==> config.mk <==
export PLATFORM = sky130hd
export DESIGN_NAME = dns_wildcard_host_match_top
export DESIGN_NICKNAME = d
export VERILOG_FILES = /design/src/hw/rtl/dwhm_pkg.sv /design/src/hw/rtl/dwhm_ram.sv /design/src/hw/rtl/dns_wildcard_host_match_top.sv
export SDC_FILE = /design/constraint.sdc
export NUM_CORES = 2
export LEC_CHECK = 0
export BUFFER_PORTS_ARGS = -buffer_cell sky130_fd_sc_hd__buf_2
export CAP_MARGIN = 10
export CELL_PAD_IN_SITES_DETAIL_PLACEMENT = 1
export CELL_PAD_IN_SITES_GLOBAL_PLACEMENT = 1
export CORE_ASPECT_RATIO = 0.75
export CORE_MARGIN = 2
export CORE_UTILIZATION = 56
export DETAILED_ROUTE_END_ITERATION = 8
export GPL_ROUTABILITY_DRIVEN = 1
export PLACE_DENSITY = 0.85
export SLEW_MARGIN = 20
export SYNTH_ARGS = -nofsm -noshare
export SYNTH_HDL_FRONTEND = slang
export SYNTH_SLANG_ARGS = --single-unit
==> constraint.sdc <==
create_clock -name clk -period 6.89 [get_ports clk]
set_clock_uncertainty 0.15 [all_clocks]
set_input_delay 0.689 -clock clk [delete_from_list [all_inputs] [get_ports clk]]
set_output_delay 0.689 -clock clk [all_outputs]
set_load 0.005 [all_outputs]
==> src/hw/rtl/dwhm_pkg.sv <==
`timescale 1ns / 1ps

package dwhm_pkg;

  localparam int MAX_NAME_LEN  = 256;
  localparam int MAX_LABEL_LEN = 128;
  localparam int NAME_AW       = $clog2(MAX_NAME_LEN);
  localparam int LEN_W         = NAME_AW + 1;
  localparam int LBL_W         = $clog2(MAX_LABEL_LEN) + 1;

  typedef logic [7:0] byte_t;

  localparam logic  OP_HOST = 1'b0;
  localparam logic  OP_CERT = 1'b1;

  localparam byte_t CH_NUL  = 8'h00;
  localparam byte_t CH_DOT  = 8'h2e;
  localparam byte_t CH_STAR = 8'h2a;
  localparam byte_t CH_UP_A = 8'h41;
  localparam byte_t CH_UP_Z = 8'h5a;
  localparam byte_t CASE_OFS = 8'h20;

  function automatic byte_t to_lower(input byte_t ch);
    byte_t r;
    r = ch;
    if (ch >= CH_UP_A && ch <= CH_UP_Z) begin
      r = ch + CASE_OFS;
    end
    return r;
  endfunction

endpackage

==> src/hw/rtl/dwhm_ram.sv <==
`timescale 1ns / 1ps

module dwhm_ram (
  input  logic                         clk,
  input  logic                         we,
  input  logic [dwhm_pkg::NAME_AW-1:0] waddr,
  input  dwhm_pkg::byte_t              wdata,
  input  logic [dwhm_pkg::NAME_AW-1:0] raddr,
  output dwhm_pkg::byte_t              rdata
);
  import dwhm_pkg::*;

  byte_t mem [MAX_NAME_LEN];

  always_ff @(posedge clk) begin
    if (we) begin
      mem[waddr] <= wdata;
    end
    rdata <= mem[raddr];
  end

endmodule

==> src/hw/rtl/dns_wildcard_host_match_top.sv <==
`timescale 1ns / 1ps
// channel   signals                                       beat
// in        in_valid in_ready opcode has_char char_value last   one name byte
// out       out_valid out_ready match too_long            one compare result
//
// load: one input beat per cycle while in_ready is high, host bytes then certificate bytes
// compare: starts after the last certificate beat unless a name overflowed; one
//   registered read port per store; a label scan waits on a store read for each
//   byte, as do a byte-run compare and an asterisk search; a wildcard search
//   re-reads host bytes, about segment length times host label length
// reset: control only, the name stores need no clearing
// stalls: the result sits in an output register; loading of the next name pair
//   goes on while it waits, the next result waits for it to be taken
module dns_wildcard_host_match_top (
  input  logic            clk,
  input  logic            rst,
  input  logic            in_valid,
  output logic            in_ready,
  input  logic            opcode,
  input  logic            has_char,
  input  dwhm_pkg::byte_t char_value,
  input  logic            last,
  output logic            out_valid,
  input  logic            out_ready,
  output logic            match,
  output logic            too_long
);
  import dwhm_pkg::*;

  // sequencer states
  localparam logic [4:0] S_LOAD     = 5'd0;
  localparam logic [4:0] S_WAIT     = 5'd1;
  localparam logic [4:0] S_PRE0     = 5'd2;
  localparam logic [4:0] S_PRE1     = 5'd3;
  localparam logic [4:0] S_PRE2     = 5'd4;
  localparam logic [4:0] S_EXACT    = 5'd5;
  localparam logic [4:0] S_EXACT_R  = 5'd6;
  localparam logic [4:0] S_LBL      = 5'd7;
  localparam logic [4:0] S_LBL_C    = 5'd8;
  localparam logic [4:0] S_LBL_M    = 5'd9;
  localparam logic [4:0] S_LM_TOP   = 5'd10;
  localparam logic [4:0] S_LM_BR    = 5'd11;
  localparam logic [4:0] S_LM_FINAL = 5'd12;
  localparam logic [4:0] S_LM_LIT   = 5'd13;
  localparam logic [4:0] S_LM_WILD  = 5'd14;
  localparam logic [4:0] S_FS_TRY   = 5'd15;
  localparam logic [4:0] S_FS_CHK   = 5'd16;
  localparam logic [4:0] S_LM_END   = 5'd17;
  localparam logic [4:0] S_SM_START = 5'd18;
  localparam logic [4:0] S_SM_USE   = 5'd19;
  localparam logic [4:0] S_NL_START = 5'd20;
  localparam logic [4:0] S_NL_DOT   = 5'd21;
  localparam logic [4:0] S_NL_SCAN  = 5'd22;
  localparam logic [4:0] S_NL_RET   = 5'd23;
  localparam logic [4:0] S_FS_START = 5'd24;
  localparam logic [4:0] S_FS_USE   = 5'd25;
  localparam logic [4:0] S_FIN      = 5'd26;

  logic [4:0] state, wait_ret, sub_ret;

  // load side
  logic [LEN_W-1:0] host_len, cert_len;
  logic             overflow_seen, host_closed;
  logic             in_fire, host_we, cert_we, host_room, cert_room, ovf_now;
  byte_t            cert_byte;

  // store read ports
  logic [NAME_AW-1:0] haddr, caddr;
  byte_t              hq, cq;

  // name walk: remaining, position, label start and length per name
  logic [LEN_W-1:0] hn, cn, hp, cp, hs, cs;
  logic [LBL_W-1:0] hl, cl;
  logic             fh, fc;

  // label compare
  logic [LBL_W-1:0] hi, ci, star, wpos, nxt, seg, fi, fs_i;
  logic [LBL_W-1:0] ci_inc;

  // byte-run compare
  logic [LEN_W-1:0] sh, sc, sn, sk;
  logic             sres;

  // label finder
  logic             nl_sel, nl_got;
  logic [LEN_W-1:0] nl_p, nl_r, nl_s, nl_p1, nl_r1;
  logic [LBL_W-1:0] nl_n;
  byte_t            nl_q;

  logic [LEN_W-1:0] hn_nul, cn_nul;
  logic             res_match, res_long;

  assign in_ready  = (state == S_LOAD);
  assign in_fire   = in_valid && in_ready;
  assign host_room = (host_len < LEN_W'(MAX_NAME_LEN));
  assign cert_room = (cert_len < LEN_W'(MAX_NAME_LEN));
  assign host_we   = in_fire && (opcode == OP_HOST) && !host_closed && has_char && host_room;
  assign cert_we   = in_fire && (opcode == OP_CERT) && has_char && cert_room;
  assign cert_byte = to_lower(char_value);
  assign ovf_now   = overflow_seen || (has_char && !cert_room);

  assign nl_q   = nl_sel ? cq : hq;
  assign ci_inc = ci + LBL_W'(1);

  always_comb begin
    // one trailing nul dropped from each name
    hn_nul = hn;
    cn_nul = cn;
    if (hn != '0 && hq == CH_NUL) begin
      hn_nul = hn - LEN_W'(1);
    end
    if (cn != '0 && cq == CH_NUL) begin
      cn_nul = cn - LEN_W'(1);
    end
    // leading dot of a label is skipped
    nl_p1 = nl_p;
    nl_r1 = nl_r;
    if (nl_q == CH_DOT) begin
      nl_p1 = nl_p + LEN_W'(1);
      nl_r1 = nl_r - LEN_W'(1);
    end
  end

  dwhm_ram u_host_ram (
    .clk   (clk),
    .we    (host_we),
    .waddr (host_len[NAME_AW-1:0]),
    .wdata (char_value),
    .raddr (haddr),
    .rdata (hq)
  );

  dwhm_ram u_cert_ram (
    .clk   (clk),
    .we    (cert_we),
    .waddr (cert_len[NAME_AW-1:0]),
    .wdata (cert_byte),
    .raddr (caddr),
    .rdata (cq)
  );

  always_ff @(posedge clk) begin
    if (rst) begin
      state         <= S_LOAD;
      host_len      <= '0;
      cert_len      <= '0;
      overflow_seen <= 1'b0;
      host_closed   <= 1'b0;
      out_valid     <= 1'b0;
    end else begin
      // a result taken while the next one is handed over is replaced below
      if (out_valid && out_ready && state != S_FIN) begin
        out_valid <= 1'b0;
      end
      unique case (state)
        S_LOAD: begin
          if (in_fire) begin
            if (opcode == OP_HOST) begin
              // host beats after the host name closed are dropped
              if (!host_closed) begin
                if (has_char) begin
                  if (host_room) begin
                    host_len <= host_len + LEN_W'(1);
                  end else begin
                    overflow_seen <= 1'b1;
                  end
                end
                if (last) begin
                  host_closed <= 1'b1;
                end
              end
            end else begin
              if (has_char) begin
                if (cert_room) begin
                  cert_len <= cert_len + LEN_W'(1);
                end else begin
                  overflow_seen <= 1'b1;
                end
              end
              if (last) begin
                if (ovf_now) begin
                  res_match <= 1'b0;
                  res_long  <= 1'b1;
                  state     <= S_FIN;
                end else begin
                  state <= S_PRE0;
                end
              end
            end
          end
        end
        S_WAIT: begin
          // store read in flight
          state <= wait_ret;
        end
        S_PRE0: begin
          hn       <= host_len;
          cn       <= cert_len;
          hp       <= '0;
          cp       <= '0;
          res_long <= 1'b0;
          haddr    <= NAME_AW'(host_len - LEN_W'(1));
          caddr    <= NAME_AW'(cert_len - LEN_W'(1));
          wait_ret <= S_PRE1;
          state    <= S_WAIT;
        end
        S_PRE1: begin
          if (hn_nul == '0 || cn_nul == '0) begin
            // empty name matches only an empty name
            res_match <= (hn_nul == cn_nul);
            state     <= S_FIN;
          end else begin
            hn       <= hn_nul;
            cn       <= cn_nul;
            haddr    <= NAME_AW'(hn_nul - LEN_W'(1));
            caddr    <= NAME_AW'(cn_nul - LEN_W'(1));
            wait_ret <= S_PRE2;
            state    <= S_WAIT;
          end
        end
        S_PRE2: begin
          // one trailing dot dropped
          if (hq == CH_DOT) begin
            hn <= hn - LEN_W'(1);
          end
          if (cq == CH_DOT) begin
            cn <= cn - LEN_W'(1);
          end
          state <= S_EXACT;
        end
        S_EXACT: begin
          if (hn == cn) begin
            sh      <= '0;
            sc      <= '0;
            sn      <= hn;
            sk      <= '0;
            sub_ret <= S_EXACT_R;
            state   <= S_SM_START;
          end else begin
            state <= S_LBL;
          end
        end
        S_EXACT_R: begin
          if (sres) begin
            res_match <= 1'b1;
            state     <= S_FIN;
          end else begin
            state <= S_LBL;
          end
        end
        S_LBL: begin
          nl_sel  <= 1'b0;
          nl_p    <= hp;
          nl_r    <= hn;
          sub_ret <= S_LBL_C;
          state   <= S_NL_START;
        end
        S_LBL_C: begin
          nl_sel  <= 1'b1;
          nl_p    <= cp;
          nl_r    <= cn;
          sub_ret <= S_LBL_M;
          state   <= S_NL_START;
        end
        S_LBL_M: begin
          if (fh != fc) begin
            res_match <= 1'b0;
            state     <= S_FIN;
          end else if (!fh) begin
            res_match <= 1'b1;
            state     <= S_FIN;
          end else begin
            hi    <= '0;
            ci    <= '0;
            state <= S_LM_TOP;
          end
        end
        S_LM_TOP: begin
          fs_i    <= ci;
          sub_ret <= S_LM_BR;
          state   <= S_FS_START;
        end
        S_LM_BR: begin
          if (star == cl) begin
            // no asterisk left: rest must be equal
            if ((hl - hi) == (cl - ci)) begin
              sh      <= hs + LEN_W'(hi);
              sc      <= cs + LEN_W'(ci);
              sn      <= LEN_W'(cl - ci);
              sk      <= '0;
              sub_ret <= S_LM_FINAL;
              state   <= S_SM_START;
            end else begin
              res_match <= 1'b0;
              state     <= S_FIN;
            end
          end else if (star != ci) begin
            // literal run before the asterisk
            if ((star - ci) > (hl - hi)) begin
              res_match <= 1'b0;
              state     <= S_FIN;
            end else begin
              seg     <= star - ci;
              sh      <= hs + LEN_W'(hi);
              sc      <= cs + LEN_W'(ci);
              sn      <= LEN_W'(star - ci);
              sk      <= '0;
              sub_ret <= S_LM_LIT;
              state   <= S_SM_START;
            end
          end else if (ci_inc == cl) begin
            // trailing asterisk takes the rest of the label
            state <= S_LBL;
          end else begin
            wpos    <= ci_inc;
            fs_i    <= ci_inc;
            sub_ret <= S_LM_WILD;
            state   <= S_FS_START;
          end
        end
        S_LM_FINAL: begin
          if (sres) begin
            state <= S_LBL;
          end else begin
            res_match <= 1'b0;
            state     <= S_FIN;
          end
        end
        S_LM_LIT: begin
          if (!sres) begin
            res_match <= 1'b0;
            state     <= S_FIN;
          end else begin
            hi    <= hi + seg;
            ci    <= star;
            state <= S_LM_END;
          end
        end
        S_LM_WILD: begin
          // two asterisks in a row never match
          if (star == wpos) begin
            res_match <= 1'b0;
            state     <= S_FIN;
          end else begin
            seg   <= star - wpos;
            nxt   <= star;
            fi    <= hi;
            state <= S_FS_TRY;
          end
        end
        S_FS_TRY: begin
          // leftmost search for the segment after the asterisk
          if ((LEN_W'(fi) + LEN_W'(seg)) > LEN_W'(hl)) begin
            res_match <= 1'b0;
            state     <= S_FIN;
          end else begin
            sh      <= hs + LEN_W'(fi);
            sc      <= cs + LEN_W'(wpos);
            sn      <= LEN_W'(seg);
            sk      <= '0;
            sub_ret <= S_FS_CHK;
            state   <= S_SM_START;
          end
        end
        S_FS_CHK: begin
          if (sres) begin
            hi    <= fi + seg;
            ci    <= nxt;
            state <= S_LM_END;
          end else begin
            fi    <= fi + LBL_W'(1);
            state <= S_FS_TRY;
          end
        end
        S_LM_END: begin
          if (hi == hl && ci == cl) begin
            state <= S_LBL;
          end else begin
            state <= S_LM_TOP;
          end
        end
        S_SM_START: begin
          if (sk == sn) begin
            sres  <= 1'b1;
            state <= sub_ret;
          end else begin
            haddr    <= NAME_AW'(sh + sk);
            caddr    <= NAME_AW'(sc + sk);
            wait_ret <= S_SM_USE;
            state    <= S_WAIT;
          end
        end
        S_SM_USE: begin
          if (hq != cq) begin
            sres  <= 1'b0;
            state <= sub_ret;
          end else begin
            sk    <= sk + LEN_W'(1);
            state <= S_SM_START;
          end
        end
        S_FS_START: begin
          if (fs_i == cl) begin
            star  <= cl;
            state <= sub_ret;
          end else begin
            caddr    <= NAME_AW'(cs + LEN_W'(fs_i));
            wait_ret <= S_FS_USE;
            state    <= S_WAIT;
          end
        end
        S_FS_USE: begin
          if (cq == CH_STAR) begin
            star  <= fs_i;
            state <= sub_ret;
          end else begin
            fs_i  <= fs_i + LBL_W'(1);
            state <= S_FS_START;
          end
        end
        S_NL_START: begin
          if (nl_r == '0) begin
            nl_n   <= '0;
            nl_got <= 1'b0;
            state  <= S_NL_RET;
          end else begin
            if (nl_sel) begin
              caddr <= NAME_AW'(nl_p);
            end else begin
              haddr <= NAME_AW'(nl_p);
            end
            wait_ret <= S_NL_DOT;
            state    <= S_WAIT;
          end
        end
        S_NL_DOT: begin
          nl_p <= nl_p1;
          nl_r <= nl_r1;
          nl_s <= nl_p1;
          nl_n <= '0;
          if (nl_r1 == '0) begin
            nl_got <= 1'b0;
            state  <= S_NL_RET;
          end else begin
            if (nl_sel) begin
              caddr <= NAME_AW'(nl_p1);
            end else begin
              haddr <= NAME_AW'(nl_p1);
            end
            wait_ret <= S_NL_SCAN;
            state    <= S_WAIT;
          end
        end
        S_NL_SCAN: begin
          if (nl_q == CH_DOT) begin
            nl_got <= (nl_n != '0);
            state  <= S_NL_RET;
          end else begin
            nl_p <= nl_p + LEN_W'(1);
            nl_r <= nl_r - LEN_W'(1);
            nl_n <= nl_n + LBL_W'(1);
            // label ends at the name end or at the label length cap
            if ((nl_n + LBL_W'(1)) >= LBL_W'(MAX_LABEL_LEN) || nl_r == LEN_W'(1)) begin
              nl_got <= 1'b1;
              state  <= S_NL_RET;
            end else begin
              if (nl_sel) begin
                caddr <= NAME_AW'(nl_p + LEN_W'(1));
              end else begin
                haddr <= NAME_AW'(nl_p + LEN_W'(1));
              end
              wait_ret <= S_NL_SCAN;
              state    <= S_WAIT;
            end
          end
        end
        S_NL_RET: begin
          if (nl_sel) begin
            cp <= nl_p;
            cn <= nl_r;
            cs <= nl_s;
            cl <= nl_n;
            fc <= nl_got;
          end else begin
            hp <= nl_p;
            hn <= nl_r;
            hs <= nl_s;
            hl <= nl_n;
            fh <= nl_got;
          end
          state <= sub_ret;
        end
        S_FIN: begin
          // hand the result over once the output register is free
          if (!out_valid || out_ready) begin
            out_valid     <= 1'b1;
            match         <= res_match;
            too_long      <= res_long;
            host_len      <= '0;
            cert_len      <= '0;
            overflow_seen <= 1'b0;
            host_closed   <= 1'b0;
            state         <= S_LOAD;
          end
        end
        default: begin
          state <= S_LOAD;
        end
      endcase
    end
  end

endmodule

Word-level counts from Yosys, hierarchy flattened
Memory sizes are Yosys's and may differ from the RTL's. A register that Yosys moved wholly into a read port is not among the register bits.
Index checks and enable logic that the tools add are counted.
{"block": "word_totals", "input_bits": 15, "mem_bits_rw": 4096, "output_inout_bits": 4, "elab_cells": 493, "ff_bits": 261, "mem_count": 2}
{"name": "u_cert_ram.mem", "depth": 256, "word_bits": 8, "read_ports": 1, "rd_ports_with_merged_regs": 1, "wr": 1, "line_no": "dwhm_ram.sv:13", "source": "byte_t mem [MAX_NAME_LEN];"}
{"name": "u_host_ram.mem", "depth": 256, "word_bits": 8, "read_ports": 1, "rd_ports_with_merged_regs": 1, "wr": 1, "line_no": "dwhm_ram.sv:13"}
{"block": "classes", "muxes": 206, "addsub": 32, "n_reduce_logical": 86, "n_eq_ne": 110, "magnitude_cmp": 7, "n_bitwise": 7}
{"operator": "8-bit two-way mux", "count": 51}
{"operator": "9-bit two-way mux", "count": 37}
{"operator": "5-bit two-way mux", "count": 38}
{"operator": "9-bit case mux with 4 select lines", "count": 5}
{"operator": "8-bit case mux with 3 select lines", "count": 6}
{"operator": "5-bit case mux with 26 select lines", "count": 1}
{"operator": "2-bit inequality test, second input constant", "count": 46}
{"operator": "8-bit adder", "count": 9}
{"operator": "9-bit case mux with 2 select lines", "count": 4}
{"operator": "8-bit equality test", "count": 7}
{"operator": "8-bit case mux with 7 select lines", "count": 1}
{"operator": "5-bit equality test, second input constant", "count": 11}
{"operator": "8-bit case mux with 2 select lines", "count": 3}
{"operator": "8-bit case mux with 6 select lines", "count": 1}
{"operator": "1-bit two-way mux", "count": 44}
{"operator": "5-bit by 4-bit equality test with 1-bit output, second input constant", "count": 8}
{"operator": "9-bit by 1-bit adder with 9-bit output, second input constant", "count": 4}
{"operator": "9-bit logical NOT", "count": 4}
{"operator": "5-bit case mux with 7 select lines", "count": 1}
{"operator": "8-bit by 1-bit adder with 8-bit output, second input constant", "count": 4}
{"operator": "8-bit by 6-bit equality test with 1-bit output, second input constant", "count": 4}
{"operator": "8-bit by 1-bit subtractor with 8-bit output, second input constant", "count": 4}
{"operator": "8-bit subtractor", "count": 4}
{"operator": "3-bit inequality test, second input constant", "count": 10}
{"operator": "other kinds (51)", "count": 141}

Longest topological paths before layout
{"block": "depth", "ltp_word": 9, "mapped_depth": 19, "ltp_nobuf": 19}

Modules after synthesis
A second synthesis with hierarchy kept.
{"block": "hier_totals", "hier_cells": 9539, "area_unflattened_um2": 178433.6}
{"module": "dwhm_ram at u_cert_ram", "area_per_inst_um2": 79917.9, "n_inst": 1, "cells_per_inst": 3752, "seq_area_each_um2": 61659.1}
{"module": "dwhm_ram at u_host_ram", "area_per_inst_um2": 79556.3, "n_inst": 1, "cells_per_inst": 3733, "seq_area_each_um2": 61659.1}
{"module": "dns_wildcard_host_match_top", "area_per_inst_um2": 18959.4, "n_inst": 1, "cells_per_inst": 2054, "seq_area_each_um2": 7487.2}

Least setup slack after synthesis
OpenSTA, ideal clock, no wires.
{"block": "synth_path", "path_type": "reg2reg", "start": "register ci[1]", "end": "register sc[0], enable pin", "setup_ps": 470, "synth_period_minus_slack_ps": 6232, "required_time_ps": 6270, "stages_incl_launch_ff": 19, "n_path_buf": 0, "arrival_ps": 5612, "slack_ps": 658, "path_cell_list": "edfxtp_1 -> inv_1 -> ha_1 -> nor2b_1 -> o21ai_0 -> a21boi_0 -> o21ai_0 -> a21oi_1 -> or3_1 -> and2_1 -> ha_1 -> a21oi_1 -> o21a_1 -> nand2b_1 -> o21ai_0 -> nand2_1 -> nand2_1 -> nand2b_1 -> nor4_1"}
{"block": "synth_between", "elab_chain_len": 4, "elab_cells_between_ends": 9, "cone_classes": "add/sub: 2; order compare: 1; eq/ne: 5; reduce/logical: 1"}
{"item": "start, declared", "line_no": "dns_wildcard_host_match_top.sv:77", "source": "logic [LBL_W-1:0] hi, ci, star, wpos, nxt, seg, fi, fs_i;"}
{"item": "start signal, assigned", "line_no": "dns_wildcard_host_match_top.sv:335", "source": "ci <= star;"}
{"item": "start signal, assigned", "line_no": "dns_wildcard_host_match_top.sv:368", "source": "ci <= nxt;"}
{"item": "8-bit subtractor (on tied branches)", "line_no": "dns_wildcard_host_match_top.sv:299, dns_wildcard_host_match_top.sv:286"}
{"item": "8-bit greater-than comparator / 8-bit equality test (equally long branches)", "line_no": "dns_wildcard_host_match_top.sv:299, dns_wildcard_host_match_top.sv:286"}
{"item": "3-bit inequality test (no source line)"}
{"item": "7-bit AND reduction (no source line) (*)"}
{"item": "end signal, assigned", "line_no": "dns_wildcard_host_match_top.sv:288", "source": "sc <= cs + LEN_W'(ci);"}
{"item": "end signal, assigned", "line_no": "dns_wildcard_host_match_top.sv:305", "source": "sc <= cs + LEN_W'(ci);"}
{"item": "end signal, assigned", "line_no": "dns_wildcard_host_match_top.sv:358", "source": "sc <= cs + LEN_W'(wpos);"}
{"item": "end, declared", "line_no": "dns_wildcard_host_match_top.sv:81", "source": "logic [LEN_W-1:0] sh, sc, sn, sk;"}
Mark *: on every way between the ends. The rest lies on a longest branch, timed or not.
A chain may end at the register's enable or synchronous reset.

Final worst setup path
{"block": "layout_path", "start": "register state[2]", "end": "memory u_host_ram.mem[129][3] in the netlist's numbering, enable pin"}
{"block": "layout_between", "elab_chain_len": 8}
{"item": "start, declared", "line_no": "dns_wildcard_host_match_top.sv:59", "source": "logic [4:0] state, wait_ret, sub_ret;"}
{"item": "start signal, assigned", "line_no": "dns_wildcard_host_match_top.sv:194", "source": "state <= wait_ret;"}
{"item": "5-bit logical NOT", "line_no": "dns_wildcard_host_match_top.sv:93", "source": "assign in_ready = (state == S_LOAD);"}
{"item": "1-bit logical AND", "line_no": "dns_wildcard_host_match_top.sv:94", "source": "assign in_fire = in_valid && in_ready;"}
{"item": "1-bit logical AND (4 in a row)", "line_no": "dns_wildcard_host_match_top.sv:97", "source": "assign host_we = in_fire && (opcode == OP_HOST) && !host_closed && has_char && host_room;"}
{"item": "1-bit two-way mux", "line_no": "dwhm_ram.sv:16", "source": "if (we) begin"}
{"item": "1-bit two-way mux (not written as such)", "line_no": "dwhm_ram.sv:17", "source": "mem[waddr] <= wdata;"}
{"item": "end, declared", "line_no": "dwhm_ram.sv:13"}
No other way between the ends.

==> results.py <==
metrics = {
    "route": {
        "ant_nets": 0,
        "num_vias": 99600,
        "drc": 0,
        "finalWirelength_um": 562000,
        "viasPerCell": 7.51,
        "drtPass1Iterations": 8,
        "routedWlPerCell_um": 42.4,
        "drt_first_iter_violations": 18700,
    },
    "die": {
        "start_util_pct": 56.3,
        "io_pins": 19,
        "fp.dieArea_sq_mm": 0.320,
        "die_h_um": 490,
        "die_x_um": 653,
        "placementRows": 178,
        "coreArea_sq_mm": 0.314,
    },
    "status": {
        "status": "finished clean",
    },
    "cells_and_area": {
        "fillers": 25300,
        "multiInputGateArea_sq_mm": 0.0437,
        "fin_nets": 8909,
        "drive_gt1_share_pct": 23.9,
        "seqCellArea_sq_mm": 0.131,
        "syn2layout_area_growth_pct": 10.5,
    },
    "worst_hold_path": {
        "hold_depth": 1,
        "hold_path_class": "in2reg",
    },
    "sta": {
        "finalHoldViolations": 0,
        "report.final.setup_viol": 0,
        "setup_slack_ps": 1230,
        "fmax_mhz": 177,
        "period_needed_ps": 5660,
        "worst_pin_slew_ps": 1370,
        "max_slew_margin_pct": 8.76,
        "slew_viol_final": 0,
        "rsz0062_at_grt": "false",
        "setup-tns-final_ps": 0,
        "finalCritPeriodShare_pct": 82.2,
    },
    "global_route": {
        "antenna_found_initial": 47,
        "first_global_vias": 98600,
        "grt.total_usage_pct": 34.1,
        "grt_max_degree": 257,
        "grt_first_pass_wirelength_um": 772000,
        "grt-ovfl-total": 0,
    },
    "synth": {
        "synth_warnings": 0,
        "synth_top_area_share_pct": 73.6,
        "synth-edff-count": 4328,
        "syn_area_sq_mm": 0.177,
        "synth_seq_cells": 4370,
        "synth.distinct_cells": 100,
        "synthCells": 8621,
        "synth_ff_type": "edfxtp_1",
        "async_reset_ff_share_pct": 0,
        "yosys-top-cells-area": "edfxtp_1, mux4_2, nor2_1",
        "yosysTopAreaCell": "edfxtp_1",
        "ys_seq_area_share_pct": 74.0,
        "synth_nets": 8766,
        "avgSynthCellArea_sq_um": 20.5,
    },
    "setup_path": {
        "cp_max_fo": 20,
        "crit_path_max_incr_delay_ps": 1060,
        "arrival_ps": 6050,
        "r2r_cells": 8,
        "critPathRequiredTime_ps": 7270,
        "cp-end-kind": "register",
        "setup.worst_path.class": "reg2reg",
        "start_kind": "register",
        "cpMaxStageDelayCell": "nand2_1",
        "timing.critical_path.cells": "buf_4, or3_1, nor3_2, buf_4, nand4_1, nor3_1, nand2_1, nor2_1",
        "path_common_cell": "buf_4",
    },
    "power_and_ir_drop": {
        "p_leak_nw": 61.0,
        "powerDensity_mw_per_mm2": 308,
        "max-vdd-ir-drop_mv": 0.262,
    },
    "clock_network": {
        "cts.path.max_buffers": 4,
        "clkLatencyLatePin_ps": 990,
        "cts_tree": "built",
        "htree_num_levels": 5,
        "numCtsBuffers": 404,
        "clockRootBuffer": "clkbuf_16",
        "clk_pin_slew_ps": 70,
        "cts_sinks": 4370,
        "cts_resized": 0,
    },
    "place": {
        "dp_slack_ps": 1280,
        "dp_hpwl_um": 301000,
        "numPortBuffers": 18,
        "place.gp.congestion": 0.930,
    },
    "job": {
        "drv_cap": 0,
    },
}
==> path summary, 6_finish.rpt <==
kind	from	to	slack (ps)
hold reg to reg	res_long$_DFFE_PP_	too_long$_DFFE_PP_	310
hold / removal	char_value[4]	u_cert_ram.mem[191][4]$_DFFE_PP_	4
setup / recovery	state[2]$_SDFFE_PP0P_	u_host_ram.mem[129][3]$_DFFE_PP_	1230
setup reg to reg	state[2]$_SDFFE_PP0P_	u_host_ram.mem[129][3]$_DFFE_PP_	1230
==> cell usage in the layout, fill, tap and decap left out, drive strengths merged, types with 20 or more instances in the layout <==
cell type,synthesis,final
xor2,98,98
edfxtp,4328,4328
nand3,77,77
a21o,36,36
clkinv,0,175
and3,27,27
bufinv,0,39
nor4,28,28
mux4,1280,1280
nand2b,26,26
xnor2,104,104
a22o,42,42
a221oi,42,42
o221ai,20,20
o21ai,116,116
buf,196,211
clkbuf,289,499
nor2b,42,42
o211ai,21,21
ha,119,119
and2,31,31
nand2,306,306
dfxtp,42,42
nor3,52,52
nor2,689,689
nand4,34,34
a22oi,101,101
inv,77,88
a21oi,132,132
==> flip-flops by register name, summed over array words and instances (netlist names), 9 cells and up <==
signal          flops
cn                  9
u_cert_ram.mem   2048
u_host_ram.mem   2048
host_len            9
cert_len            9
hn                  9
sn                  9
sk                  9
nl_r                9
==> final cells by class <==
type / count / share of cell area [%]
Antenna cell: 18 / 0.0231
Clock buffer: 496 / 5.44
Clock inverter: 243 / 1.24
Inverter: 77 / 0.148
Multi-Input combinational cell: 3689 / 22.4
Sequential cell: 4370 / 67.0
Tap cell: 4140 / 2.65
Timing Repair Buffer: 222 / 1.17
==> synth_stat cells, types with 15 or more instances <==
| master | number |
|---|---|
| a21o_1 | 36 |
| a21oi_1 | 128 |
| a221oi_1 | 41 |
| a22o_1 | 42 |
| a22oi_1 | 101 |
| a31oi_1 | 15 |
| and2_1 | 31 |
| and3_1 | 26 |
| buf_1 | 59 |
| buf_2 | 116 |
| clkbuf_1 | 286 |
| dfxtp_1 | 42 |
| edfxtp_1 | 4328 |
| ha_1 | 119 |
| inv_1 | 76 |
| mux2i_1 | 17 |
| mux4_2 | 1280 |
| nand2_1 | 305 |
| nand2b_1 | 26 |
| nand3_1 | 76 |
| nand4_1 | 34 |
| nor2_1 | 685 |
| nor2b_1 | 42 |
| nor3_1 | 48 |
| nor4_1 | 25 |
| o211ai_1 | 21 |
| o21a_1 | 18 |
| o21ai_0 | 112 |
| o221ai_1 | 20 |
| or3_1 | 15 |
| xnor2_1 | 104 |
| xor2_1 | 98 |
==> report_power, final <==
group | internal [W] | switching (W)
clock | 0.0125 | 0.0110
sequential | 0.0294 | 0.000354
combinational | 0.00265 | 0.00432
==> stage by stage <==
stage | hold slack, ps | power, W | instances | utilization, % | area [sq um]
after detailed placement | 270 | 0.0367 | 12500 | 58.0 | 182000
after floorplan | 250 | 0.0341 | 8621 | - | 177000
after CTS | 0.134 | 0.0596 | 13200 | 62.2 | 195000
after global routing | 7.25 | 0.0609 | 13200 | 62.2 | 195000
final | 3.72 | 0.0602 | 13300 | 62.2 | 195000
after global placement | 259 | 0.0364 | 12500 | 58.0 | 182000
==> per-layer routing <==
layer	global-route usage [%]	wire [um]
met1	48.7	197000
met4	12.7	27000
met2	51.4	258000
met5	0	370
met3	8.73	80300
==> worst max-delay path, delay by kind of cell (launching register included) <==
kind,cells,cell delay (ps)
simple gates,6,4190
buf+inv,2,490
flops,1,420
==> repair_timing <==
action                                 CTS  global route
endpoints found under the hold margin   62             0
hold buffers                             8             0
setup buffers                            0             0
==> logic make-up (layout without fill, tap and decap cells) <==
logic type / count (synthesis) / after routing / synth area share, %
other: 0 / 18 / 0
AND/OR/NAND/NOR: 1381 / 1381 / 3.50
flip-flops: 4370 / 4370 / 74.0
XOR/XNOR: 203 / 203 / 1.01
adder cells (fa/ha/maj): 130 / 130 / 0.967
buffers and inverters: 562 / 1038 / 1.34
multiplexers: 1307 / 1307 / 16.5
AO/OA/AOI/OAI: 668 / 668 / 2.67
(Power assumes the default switching activity.)
